<file path="config.mk">
export PLATFORM = sky130hd
export DESIGN_NAME = json_string_escaper_unit
export DESIGN_NICKNAME = d
export VERILOG_FILES = /design/src/sv/jse_pkg.sv /design/src/sv/jse_front.sv /design/src/sv/jse_queue.sv /design/src/sv/jse_back.sv /design/src/sv/json_string_escaper_unit.sv
export VERILOG_INCLUDE_DIRS = /design/src /design/src/sv
export SDC_FILE = /design/constraint.sdc
export NUM_CORES = 1
export LEC_CHECK = 0
export BUFFER_PORTS_ARGS = -buffer_cell sky130_fd_sc_hd__buf_2
export CORE_MARGIN = 1.5
export CORE_UTILIZATION = 50
export CTS_CLUSTER_SIZE = 28
export DETAILED_ROUTE_END_ITERATION = 16
export GPL_TIMING_DRIVEN = 1
export PLACE_DENSITY = 0.68
export SLEW_MARGIN = 10
export SYNTH_ARGS = -nofsm -noshare
export SYNTH_HDL_FRONTEND = slang
export SYNTH_SLANG_ARGS = --single-unit
</file>
<file path="constraint.sdc">
create_clock -name i_clk -period 3.93 [get_ports i_clk]
set_input_delay 0.393 -clock i_clk [delete_from_list [all_inputs] [get_ports i_clk]]
set_output_delay 0.393 -clock i_clk [all_outputs]
set_load 0.005 [all_outputs]
</file>
<file path="src/sv/assert_macros.svh">
// Assertion helpers, sampled on i_clk and disabled while i_rst_n is low.
`ifndef ASSERT_MACROS_SVH
`define ASSERT_MACROS_SVH

`define JSE_ASSERT(label, prop, msg) \
    label: assert property (@(posedge i_clk) disable iff (!i_rst_n) prop) \
        else $error(msg);

`define JSE_ASSERT_NEXT(label, ante, cons, msg) \
    `JSE_ASSERT(label, (ante) |=> (cons), msg)

`endif

</file>
<file path="src/sv/jse_pkg.sv">
`default_nettype none

package jse_pkg;

    localparam int JSE_QUEUE_DEPTH = 4;

    typedef struct packed {
        logic [7:0] in_byte;
        logic       end_of_text;
    } t_in_item;

    typedef struct packed {
        logic [7:0] out_byte;
        logic       last_of_run;
    } t_out_item;

    typedef enum logic [1:0] {
        KIND_COPY,      // the byte itself
        KIND_PREFIX,    // backslash, then the byte
        KIND_UNI        // \u00 and two hex digits
    } t_kind;

    // One classified item: what the back end has to write out.
    typedef struct packed {
        t_kind      kind;
        logic [7:0] c0;     // copied byte, or high hex digit
        logic [7:0] c1;     // low hex digit
    } t_desc;

    localparam logic [7:0] CH_BSLASH = 8'h5C;
    localparam logic [7:0] CH_QUOTE  = 8'h22;
    localparam logic [7:0] CH_LOW_U  = 8'h75;
    localparam logic [7:0] CH_ZERO   = 8'h30;
    localparam logic [7:0] CH_TILDE  = 8'h7E;
    localparam logic [7:0] CH_SEMI   = 8'h3B;
    localparam logic [7:0] CH_SEVEN  = 8'h37;
    localparam logic [7:0] CH_UP_E   = 8'h45;
    localparam logic [7:0] CH_THREE  = 8'h33;
    localparam logic [7:0] CH_UP_B   = 8'h42;
    localparam logic [7:0] CTRL_LIMIT = 8'h20;

    localparam logic [2:0] UNI_LAST_POS = 3'd5;

    function automatic logic [7:0] hex_lower(input logic [3:0] v);
        logic [7:0] r;
        if (v < 4'd10) begin
            r = 8'h30 + {4'h0, v};
        end else begin
            r = 8'h57 + {4'h0, v};
        end
        return r;
    endfunction

endpackage

`default_nettype wire

</file>
<file path="src/sv/jse_front.sv">
`default_nettype none

module jse_front import jse_pkg::*; (
    input  wire logic     i_clk,
    input  wire logic     i_rst_n,
    input  wire logic     i_cfg_we,
    input  wire logic     i_cfg_wdata,
    input  wire logic     i_push,
    input  wire t_in_item i_item,
    input  wire logic     i_q_full,
    output logic          o_q_push,
    output t_desc         o_desc
);

    logic       r_list_mode;
    logic [1:0] r_raw_left;
    logic [1:0] n_raw_left;
    logic [1:0] lead_len;
    logic [7:0] b;

    assign b        = i_item.in_byte;
    assign o_q_push = i_push && !i_q_full;

    // run length after a UTF-8 lead byte
    always_comb begin
        if (!b[5]) begin
            lead_len = 2'd1;
        end else if (!b[4]) begin
            lead_len = 2'd2;
        end else begin
            lead_len = 2'd3;
        end
    end

    always_comb begin
        o_desc.kind = KIND_COPY;
        o_desc.c0   = b;
        o_desc.c1   = 8'h00;
        n_raw_left  = r_raw_left;
        priority if (r_raw_left != 2'd0) begin
            n_raw_left = r_raw_left - 2'd1;
        end else if (b == CH_BSLASH || b == CH_QUOTE) begin
            o_desc.kind = KIND_PREFIX;
        end else if (b < CTRL_LIMIT) begin
            o_desc.kind = KIND_UNI;
            o_desc.c0   = hex_lower(b[7:4]);
            o_desc.c1   = hex_lower(b[3:0]);
        end else if (r_list_mode && b == CH_TILDE) begin
            o_desc.kind = KIND_UNI;
            o_desc.c0   = CH_SEVEN;
            o_desc.c1   = CH_UP_E;
        end else if (r_list_mode && b == CH_SEMI) begin
            o_desc.kind = KIND_UNI;
            o_desc.c0   = CH_THREE;
            o_desc.c1   = CH_UP_B;
        end else if (b[7:6] == 2'b11) begin
            n_raw_left = lead_len;
        end else begin
            n_raw_left = 2'd0;
        end
        if (i_item.end_of_text) begin
            n_raw_left = 2'd0;
        end
    end

    always_ff @(posedge i_clk) begin
        if (!i_rst_n) begin
            r_list_mode <= 1'b0;
            r_raw_left  <= 2'd0;
        end else begin
            if (i_cfg_we) begin
                r_list_mode <= i_cfg_wdata;
            end
            if (o_q_push) begin
                r_raw_left <= n_raw_left;
            end
        end
    end

endmodule

`default_nettype wire

</file>
<file path="src/sv/jse_queue.sv">
`default_nettype none

module jse_queue import jse_pkg::*; #(
    parameter int DEPTH = JSE_QUEUE_DEPTH
) (
    input  wire logic  i_clk,
    input  wire logic  i_rst_n,
    input  wire logic  i_push,
    input  wire t_desc i_desc,
    output logic       o_full,
    input  wire logic  i_pop,
    output logic       o_empty,
    output t_desc      o_desc
);

    localparam int PW = (DEPTH > 1) ? $clog2(DEPTH) : 1;
    localparam int CW = $clog2(DEPTH + 1);
    localparam logic [PW-1:0] LAST_PTR = PW'(DEPTH - 1);
    localparam logic [CW-1:0] FULL_CNT = CW'(DEPTH);

    t_desc         r_mem [DEPTH];
    logic [PW-1:0] r_wr;
    logic [PW-1:0] r_rd;
    logic [CW-1:0] r_cnt;
    logic          do_push;
    logic          do_pop;

    assign o_full  = (r_cnt == FULL_CNT);
    assign o_empty = (r_cnt == '0);
    assign o_desc  = r_mem[r_rd];
    assign do_push = i_push && !o_full;
    assign do_pop  = i_pop && !o_empty;

    always_ff @(posedge i_clk) begin
        if (do_push) begin
            r_mem[r_wr] <= i_desc;
        end
    end

    always_ff @(posedge i_clk) begin
        if (!i_rst_n) begin
            r_wr  <= '0;
            r_rd  <= '0;
            r_cnt <= '0;
        end else begin
            if (do_push) begin
                r_wr <= (r_wr == LAST_PTR) ? '0 : r_wr + PW'(1);
            end
            if (do_pop) begin
                r_rd <= (r_rd == LAST_PTR) ? '0 : r_rd + PW'(1);
            end
            if (do_push && !do_pop) begin
                r_cnt <= r_cnt + CW'(1);
            end else if (do_pop && !do_push) begin
                r_cnt <= r_cnt - CW'(1);
            end
        end
    end

endmodule

`default_nettype wire

</file>
<file path="src/sv/jse_back.sv">
`default_nettype none

`include "assert_macros.svh"

module jse_back import jse_pkg::*; (
    input  wire logic  i_clk,
    input  wire logic  i_rst_n,
    input  wire logic  i_q_empty,
    input  wire t_desc i_desc,
    output logic       o_q_pop,
    input  wire logic  i_pop,
    output logic       o_empty,
    output t_out_item  o_item
);

    logic       r_valid;
    t_out_item  r_item;
    logic [2:0] r_pos;
    logic [2:0] n_pos;
    logic [7:0] cur_byte;
    logic       cur_last;
    logic       load;

    // byte at r_pos of the head item
    always_comb begin
        cur_byte = i_desc.c0;
        cur_last = 1'b1;
        unique case (i_desc.kind)
            KIND_COPY: begin
                cur_byte = i_desc.c0;
                cur_last = 1'b1;
            end
            KIND_PREFIX: begin
                cur_byte = (r_pos == 3'd0) ? CH_BSLASH : i_desc.c0;
                cur_last = (r_pos != 3'd0);
            end
            KIND_UNI: begin
                unique case (r_pos)
                    3'd0:    cur_byte = CH_BSLASH;
                    3'd1:    cur_byte = CH_LOW_U;
                    3'd2:    cur_byte = CH_ZERO;
                    3'd3:    cur_byte = CH_ZERO;
                    3'd4:    cur_byte = i_desc.c0;
                    default: cur_byte = i_desc.c1;
                endcase
                cur_last = (r_pos == UNI_LAST_POS);
            end
            default: begin
                cur_byte = i_desc.c0;
                cur_last = 1'b1;
            end
        endcase
    end

    assign load    = !i_q_empty && (!r_valid || i_pop);
    assign o_q_pop = load && cur_last;
    assign n_pos   = cur_last ? 3'd0 : r_pos + 3'd1;
    assign o_empty = !r_valid;
    assign o_item  = r_item;

    always_ff @(posedge i_clk) begin
        if (load) begin
            r_item.out_byte    <= cur_byte;
            r_item.last_of_run <= cur_last;
        end
    end

    always_ff @(posedge i_clk) begin
        if (!i_rst_n) begin
            r_valid <= 1'b0;
            r_pos   <= 3'd0;
        end else begin
            if (load) begin
                r_valid <= 1'b1;
                r_pos   <= n_pos;
            end else if (i_pop) begin
                r_valid <= 1'b0;
            end
        end
    end

    `JSE_ASSERT(a_mid_item_has_head, (r_pos != 3'd0) |-> !i_q_empty, "head item lost mid run")
    `JSE_ASSERT(a_mid_item_not_copy, (r_pos != 3'd0) |-> (i_desc.kind != KIND_COPY), "copy item past first byte")
    `JSE_ASSERT_NEXT(a_pop_restarts, o_q_pop, r_pos == 3'd0, "position not cleared after item done")

endmodule

`default_nettype wire

</file>
<file path="src/sv/json_string_escaper_unit.sv">
// JSON string escaper: one text byte in, its escaped form out, one byte per item.
// Input side is a queue write port: drive i_data and raise push; the item is
// taken at a clock edge where push is high and full is low.
// Output side is a queue read port: while empty is low, o_data holds the
// oldest escaped byte; raising pop takes it at that edge. last_of_run marks
// the final output byte of each input byte.
// An input byte yields 1 byte (plain copy or raw UTF-8 run), 2 bytes (quote,
// backslash) or 6 bytes (\u00xx for control bytes, tilde and semicolon in
// list mode). Each item is registered in the queue, then in the output register.
// The output register emits one byte per cycle while pop is high, so the input
// rate is set by the length of each byte's escape sequence.
// A classifier and a QUEUE_DEPTH-entry queue decouple input from output; when
// pop stays low the output holds, the queue fills, and full rises.
// i_cfg_we/i_cfg_wdata write list_mode; write it only while the block is idle.
// Synchronous reset clears the queue, output register, raw-run count and
// list_mode.
`default_nettype none

module json_string_escaper_unit import jse_pkg::*; #(
    parameter int QUEUE_DEPTH = JSE_QUEUE_DEPTH
) (
    input  wire logic     i_clk,
    input  wire logic     i_rst_n,
    input  wire logic     i_cfg_we,
    input  wire logic     i_cfg_wdata,
    input  wire logic     push,
    output logic          full,
    input  wire t_in_item i_data,
    output logic          empty,
    input  wire logic     pop,
    output t_out_item     o_data
);

    logic  q_push;
    logic  q_full;
    logic  q_pop;
    logic  q_empty;
    t_desc front_desc;
    t_desc head_desc;

    assign full = q_full;

    jse_front u_front (
        .i_clk       (i_clk),
        .i_rst_n     (i_rst_n),
        .i_cfg_we    (i_cfg_we),
        .i_cfg_wdata (i_cfg_wdata),
        .i_push      (push),
        .i_item      (i_data),
        .i_q_full    (q_full),
        .o_q_push    (q_push),
        .o_desc      (front_desc)
    );

    jse_queue #(
        .DEPTH (QUEUE_DEPTH)
    ) u_queue (
        .i_clk   (i_clk),
        .i_rst_n (i_rst_n),
        .i_push  (q_push),
        .i_desc  (front_desc),
        .o_full  (q_full),
        .i_pop   (q_pop),
        .o_empty (q_empty),
        .o_desc  (head_desc)
    );

    jse_back u_back (
        .i_clk     (i_clk),
        .i_rst_n   (i_rst_n),
        .i_q_empty (q_empty),
        .i_desc    (head_desc),
        .o_q_pop   (q_pop),
        .i_pop     (pop),
        .o_empty   (empty),
        .o_item    (o_data)
    );

endmodule

`default_nettype wire
</file>
-- After elaboration in Yosys (flattened, before gate mapping)
Memories as Yosys holds them, arrays and structs flattened. A register that Yosys moved wholly into a read port is not among the register bits.
Index checks and enable logic that the tools add are counted.
- add/subtract/negate cells: 10
- magnitude comparators: 3
- equality and inequality tests: 19
- mux-type cells: 32
- reduce and logical (&&, ||, !) cells: 24
- operators by type and width (cell ; count):
    18-bit two-way mux ; 4
    8-bit case mux with 4 select lines ; 1
    2-bit two-way mux ; 13
    8-bit two-way mux ; 3
    7-bit by 4-bit adder with 8-bit output (first input constant) ; 2
    8-bit by 6-bit equality test with 1-bit output (second input constant) ; 2
    8-bit by 7-bit equality test with 1-bit output (second input constant) ; 2
    16-bit two-way mux ; 1
    8-bit case mux with 2 select lines ; 1
    6-bit by 4-bit adder with 7-bit output (first input constant) ; 2
    3-bit by 2-bit inequality test with 1-bit output (second input constant) ; 4
    3-bit equality test (second input constant) ; 3
    1-bit logical AND ; 9
    3-bit two-way mux ; 3
    2-bit equality test (second input constant) ; 4
    4-bit < comparator (second input constant) ; 2
    8-bit by 6-bit < comparator with 1-bit output (second input constant) ; 1
    3-bit by 1-bit adder with 3-bit output (second input constant) ; 2
    3-bit by 2-bit equality test with 1-bit output (second input constant) ; 2
    3-bit zero test ; 2
    2-bit nonzero test ; 3
    1-bit zero test ; 5
    1-bit two-way mux ; 5
    5-bit AND reduction ; 1
    other kinds (9) ; 11
- register bits: 23
- bits in writable memories: 72
- input bits: 15
- output and inout bits: 11
- logic and storage cells: 98
- memories: 1
- memory list (memory ; depth ; bits a word ; read ports ; clocked after memory_dff ; write ports ; RTL line ; text):
    u_queue.r_mem ; 4 ; 18 ; 1 ; 1 ; 1 ; jse_queue.sv:21 ; t_desc r_mem [DEPTH];

-- Longest topological paths before layout
Gate-level depths: netlist of run 1.
- depth after elaboration: 9
- depth in mapped cells: 15
- gate-level depth less buffers: 13

-- By module
A second synthesis of run 1 with hierarchy kept.
- cell total of the unflattened synthesis: 308
- area total of the unflattened synthesis: 4569.4 µm²
- by module, submodules not included (module ; times used ; cells an instance ; area an instance (µm²) ; seq. area each (µm²)):
    jse_queue ; 1 ; 145 ; 3119.2 ; 2342.2
    jse_back ; 1 ; 88 ; 862.1 ; 350.3
    jse_front ; 1 ; 75 ; 588.1 ; 60.1

-- Least setup slack after synthesis of run 1
OpenSTA, ideal clock, no wires.
- kind: reg2reg
- from: reg with a tool-made name
- to: reg u_queue.r_cnt[2]
- library setup time: 0.076 ns
- arrival time: 3.153 ns
- data required time: 3.854 ns
- path slack: 0.702 ns
- cell stages (with the launch flop): 15
- buffers on the path: 2
- period minus slack after synthesis: 3.228 ns
- path through: dfxtp_1 > buf_4 > buf_6 > mux4_2 > ha_1 > and2_1 > o22ai_1 > a21oi_1 > inv_1 > ha_1 > inv_1 > fa_1 > xor2_1 > or3_1 > a21boi_0
- RTL lines (item ; RTL line ; text):
    end signal: assignment ; jse_queue.sv:53 ; r_cnt <= r_cnt + CW'(1);
    end signal: assignment ; jse_queue.sv:55 ; r_cnt <= r_cnt - CW'(1);
    end: declaration ; jse_queue.sv:24 ; logic [CW-1:0] r_cnt;

==> reports/metrics.yaml, run 1 <==
ant_nets: 0
dp_hpwl_um: 5651
yosysWarnings: 0
netlist_area_um2: 4373
cts-resized-gates: 0
syn_area_per_cell_um2: 13.54
synth_top_cell_by_area: "edfxtp_1"
outcome: "completed"
drt_first_pass_iters: 4
cp-start-kind: "register"
r2r_end: "u_queue.r_cnt[2]"
start_util_pct: 52.43
fmax_mhz: 289.9
cp.arrival_ns: 3.74
boundaryPins: 26
synth_nets: 357
finalSetupViolCount: 0
slew_viol_final: 0
period_share_pct: 87.77
instances_no_fill: 459
dp_cells: 444
cp-end-kind: "register"
p_leak_nw: 1.740
n_antenna_cell: 0
viasPerCell: 5.636
placed_area_um2: 4583
nets: 384
cp_data_required_time_ns: 4.22
drt_iter0_markers: 204
maxCapViolCount: 0
grt.total_usage_pct: 19.00
nFillCells: 694
clk-insertion-delay-late_ns: 0.35
clockBufferDepth: 2
cts_tree: "done"
htree_levels: 3
routed-via-count: 2587
io_buffers: 25
ys_seq_area_share_pct: 60.20
area_growth_pct: 9.099
reg2reg_depth: 12
crit_fanout: 8
synth-seq-cells: 93
hold_viol: 0
fin_skew_ns: 0.01002
cp_slowest_cell: "dfxtp_1"
criticalPathCategory: "register to register"
synth-edff-count: 77
ir_drop_v: 0.0002603
drt_wl_total_um: 7726
die_h_um: 96.52
cts_buffers: 9
antenna_found_initial: 0
wire_per_inst_um: 16.83
postCtsHoldBufs: 0
grt_max_degree: 20
gp_congestion: 0.8914
grt_pass1_wl_um: 12720
core_um2: 8341
finalSetupTns_ns: 0
hp-class: "input port to register"
drc_errors: 0
rsz0062_at_grt: "no"
grt-ovfl-total: 0
root_buffer: "clkbuf_8"
ys.flop_type: "edfxtp_1"
grt_pass1_vias: 2581
slew-limit-headroom_pct: 41.68
crit_path_max_incr_delay_ns: 0.57
fin_hold_ws_ns: 0.3049
post-cts-setup-buffers: 0
fp.dieW_um: 96.52
power.total_mw: 2.811
yosys-top-cells-area: "edfxtp_1, dfxtp_1, mux4_2"
dieArea_um2: 9316
endpoint: "u_queue.r_cnt[2]"
rows: 33
synth_top_area_share_pct: 52.88
cellPowerDensity_nw_per_um2: 589.2
final_cell_area_um2: 4771
synth_cells: 323
netlist-cell-type-count: 56
worst_pin_slew_ns: 0.8747
clkSlewWorstSetupHoldPaths_ns: 0.09
ys_async_sr_fraction_pct: 0
clkSinkCount: 93
finalCriticalPeriod_ns: 3.449
rrSetupSlack_ns: 0.48
path_cells: "mux4_2, ha_1, and2_1, o22ai_1, a21oi_1, inv_1, ha_1, inv_1, fa_1, xor2_1, or3_1, a21boi_0"
drive_gt1_share_pct: 18.08
-- cell usage after synthesis (3+ instances only) --
cell type and count:
a21boi_0 5, nand2_1 29, and2_1 6, buf_2 4
mux4_2 13, nor2b_1 5, dfxtp_1 16, nand3_1 7
mux2i_1 12, o21ai_0 8, nand4_1 5, nor3_1 5
a22oi_1 4, or3_1 3, a31oi_1 3, a21oi_1 16
nor2_1 12, and3_1 4, edfxtp_1 77, ha_1 18
clkbuf_1 5, a21o_1 3, inv_1 23, nand2b_1 3
-- through the flow --
| stage | setup WS (ns) | utilization (%) |
|---|---|---|
| final | 0.4808 | 57.20 |
| after global routing | 0.1433 | 57.20 |
| after CTS | 0.4766 | 57.20 |
| after detailed placement | 0.5068 | 54.95 |
| after global placement | 0.5717 | 54.95 |
| after floorplan | 0.7016 | - |
-- cell type report --
cell class / count / area (µm²) / area share (%)
Clock buffer: 9 / 123.9 / 2.596
Inverter: 23 / 86.33 / 1.810
Multi-Input combinational cell: 195 / 1585 / 33.23
Tap cell: 105 / 131.4 / 2.754
Timing Repair Buffer: 28 / 147.6 / 3.095
Clock inverter: 6 / 63.81 / 1.338
Sequential cell: 93 / 2633 / 55.18
-- routing by layer --
layer | track usage [%] | share of wire (%)
met5 | 0 | 0
met2 | 32.28 | 50
met3 | 3.521 | 3.9
met4 | 6.643 | 1.0
met1 | 24.43 | 45
-- cells by family (layout without fill, tap and decap cells) --
logic type / Yosys count / after routing / synth area share [%]
adder cells (fa/ha/maj): 19 / 19 / 5.608
XOR/XNOR: 3 / 3 / 0.6010
AO/OA/AOI/OAI: 55 / 55 / 9.128
multiplexers: 25 / 25 / 9.442
AND/OR/NAND/NOR: 93 / 93 / 11.47
buffers and inverters: 35 / 66 / 3.548
flip-flops: 93 / 93 / 60.20
-- sequential cells by signal, indices dropped and copies added (netlist names), named ones only --
name,count
u_queue.r_wr,2
u_front.r_raw_left,2
u_queue.r_rd,2
u_back.r_pos,3
u_queue.r_mem,68
u_back.o_item,9
u_queue.r_cnt,3
u_back.r_valid,1
u_front.r_list_mode,1
-- how the worst min path moves through the flow --
stage          depth (start not counted)             endpoint       startpoint
6_report                               3  u_front.r_list_mode      i_cfg_wdata
5_1_grt                                4       u_back.r_valid              pop
4_1_cts                                3  u_front.r_list_mode      i_cfg_wdata
3_5_place_dp                           2       u_back.r_valid   u_back.r_valid
3_3_place_gp                           2       u_back.r_valid   u_back.r_valid
2_1_floorplan                          2             register  u_queue.r_rd[1]
-- where the power goes --
group	switching [mW]	internal (mW)	total [mW]
combinational	0.493	0.374	0.868
sequential	0.0724	1.26	1.34
clock	0.318	0.290	0.608
-- placed cells by master, fill, tap and decap left out, drive strengths merged, types with 9 or more instances in the layout --
master	Yosys	layout
mux4	13	13
mux2i	12	12
clkbuf	5	9
dfxtp	16	16
nor2	13	13
nand2	30	30
inv	23	24
a21oi	16	16
edfxtp	77	77
buf	7	28
ha	18	18
-- worst max-delay path: cells and delay by family, from the launching register on --
kind / cells / cell delay, ns
buf+inv: 2 / 0.15
flops: 1 / 0.57
mux: 1 / 0.57
simple gates: 2 / 0.49
compound gates: 3 / 0.61
xor+xnor: 1 / 0.17
fa+ha+maj: 3 / 0.82
Note: power is estimated with default switching activity, not from simulation.
==> run 2: changes to the inputs <==
Settings changed: BUFFER_PORTS_ARGS -buffer_cell sky130_fd_sc_hd__buf_2 to -buffer_cell sky130_fd_sc_hd__clkbuf_2.
==> run 2 against run 1 <==
  * Utilization barely moved
  * Count of clock-buffer cells in the layout did not move
  * Non-clock buffer count fell by 1
  * Sequential share of layout area barely moved
  * Register-to-register slack improved by 0.05 ns
  * Critical path type unchanged
==> reports/metrics.yaml, run 2 (same netlist as run 1, synthesis figures left out) <==
grt.total_usage_pct: 18.53  # was 19.00%
drt_iter0_markers: 155  # was 204
wl_met3_um: 319  # was 302 µm
finalCriticalPeriod_ns: 3.395  # was 3.449 ns
criticalPathCategory: "register to register"  # unchanged
crit_path_max_incr_delay_ns: 0.56  # was 0.57 ns
die_h_um: 96.52  # unchanged
cp.arrival_ns: 3.67  # was 3.74 ns
period_share_pct: 86.39  # was 87.77%
grt_max_degree: 20  # unchanged
crit_fanout: 6  # was 8
dp_hpwl_um: 5360  # was 5651 µm
cts-resized-gates: 0  # unchanged
utilization_pct: 57.22  # was 57.20%
cellPowerDensity_nw_per_um2: 592.0  # was 589.2 nW/µm²
area_growth_pct: 9.127  # was 9.099%
cts_buffers: 9  # unchanged
root_buffer: "clkbuf_8"  # unchanged
layout_commonest_cell: "edfxtp_1"  # unchanged
regMostFlops: "u_queue.r_mem"  # unchanged
wl_met1_um: 3399  # was 3466 µm
cts_tree: "done"  # unchanged
nets: 383  # was 384
fin_skew_ns: 0.009705  # was 0.01002 ns
hold_viol: 0  # unchanged
drive_gt1_share_pct: 18.08  # unchanged
drt_first_pass_iters: 4  # unchanged
io_buffers: 25  # unchanged
boundaryPins: 26  # unchanged
gp_congestion: 0.8621  # was 0.8914
cp_slowest_cell: "mux4_2"  # was dfxtp_1
placed_area_um2: 4576  # was 4583 µm²
seqCellArea_um2: 2633  # unchanged
final_cell_area_um2: 4772  # was 4771 µm²
slew_viol_final: 0  # unchanged
post-cts-setup-buffers: 0  # unchanged
multi_input_area_um2: 1585  # unchanged
core_um2: 8341  # unchanged
fp.dieW_um: 96.52  # unchanged
drc_errors: 0  # unchanged
worst_pin_slew_ns: 0.9037  # was 0.8747 ns
grt_pass1_vias: 2493  # was 2,581
hp-class: "input port to register"  # unchanged
maxCapViolCount: 0  # unchanged
grt_pass1_wl_um: 12430  # was 12,720 µm
cp-end-kind: "register"  # unchanged
ant_nets: 0  # unchanged
drt_wl_total_um: 7529  # was 7726 µm
postCtsHoldBufs: 0  # unchanged
top_layer_used: "met4"  # unchanged
routed-via-count: 2564  # was 2,587
clk-insertion-delay-late_ns: 0.35  # about the same
slew-limit-headroom_pct: 39.75  # was 41.68%
cp_data_required_time_ns: 4.21  # was 4.22 ns
grt-ovfl-total: 0  # unchanged
start_util_pct: 52.43  # unchanged
clkSinkCount: 93  # unchanged
rows: 33  # unchanged
finalSetupTns_ns: 0  # unchanged
final_cell_mix: "edfxtp_1, nand2_1, clkbuf_2, inv_1, ha_1"  # was edfxtp_1, nand2_1, buf_2, inv_1, ha_1
wire_per_inst_um: 16.40  # was 16.83 µm
n_antenna_cell: 0  # unchanged
path_cells: "mux4_2, ha_1, and2_1, o22ai_1, a21oi_1, inv_1, ha_1, inv_1, fa_1, xor2_1, or3_1, a21boi_0"  # unchanged
outcome: "completed"  # unchanged
fmax_mhz: 294.5  # was 289.9 MHz
clockBufferDepth: 2  # unchanged
viasPerCell: 5.586  # was 5.636
p_leak_nw: 1.744  # was 1.740 nW
ir_drop_v: 0.0002212  # was 0.0002603 V
met2_wirelength_um: 3765  # was 3879 µm
antenna_found_initial: 0  # unchanged
htree_levels: 3  # unchanged
largest_reg_flops: 68  # unchanged
rsz0062_at_grt: "no"  # unchanged
cp-start-kind: "register"  # unchanged
dieArea_um2: 9316  # unchanged
clkSlewWorstSetupHoldPaths_ns: 0.09  # about the same
nFillCells: 696  # was 694
finalSetupViolCount: 0  # unchanged
[run 2: critical path, delay by kind of cell, from the launching register on]
kind	cells	cell delay, ns
xor+xnor	1	0.18
buf+inv	2	0.15
fa+ha+maj	3	0.80
mux	1	0.56
compound gates	3	0.63
flops	1	0.51
simple gates	2	0.50
[run 2: report_power, final]
group | total, mW | internal, mW | switching (mW)
sequential | 1.34 | 1.26 | 0.0733
combinational | 0.870 | 0.372 | 0.498
clock | 0.619 | 0.296 | 0.322
[run 2: path summary, 6_finish.rpt]
| kind | start | end | slack [ns] | cells after the start |
|---|---|---|---|---|
| min | i_cfg_wdata | u_front.r_list_mode | 0.31 | 3 |
| min reg2reg | u_back.r_valid | u_back.r_valid | 0.50 | 2 |
| max reg2reg | register | u_queue.r_cnt[2] | 0.53 | 12 |
| max | register | u_queue.r_cnt[2] | 0.53 | 12 |
[run 2: metrics by stage]
step	setup WS, ns	hold WS (ns)	total power [mW]	std cells
after floorplan	0.7016	0.4539	1.995	323
after global placement	0.6486	0.4629	2.207	443
after detailed placement	0.5825	0.4807	2.231	443
after CTS	0.5424	0.2914	2.853	459
after global routing	0.2442	0.3155	3.012	459
final	0.5348	0.3062	2.825	459
[run 2: cell type report]
type / count / share of cell area [%]
clock buffers: 9 / 2.596
repair buffers: 27 / 2.937
well taps: 105 / 2.753
multi-input cells: 195 / 33.22
clock inverters: 7 / 1.521
flip-flops and latches: 93 / 55.17
inverters: 23 / 1.809
[run 2: routing by layer]
layer,track usage [%],up-vias
met2,30.89,61
li1,-,1261
met5,0,-
met1,24.26,1238
met3,2.660,4
met4,7.971,0
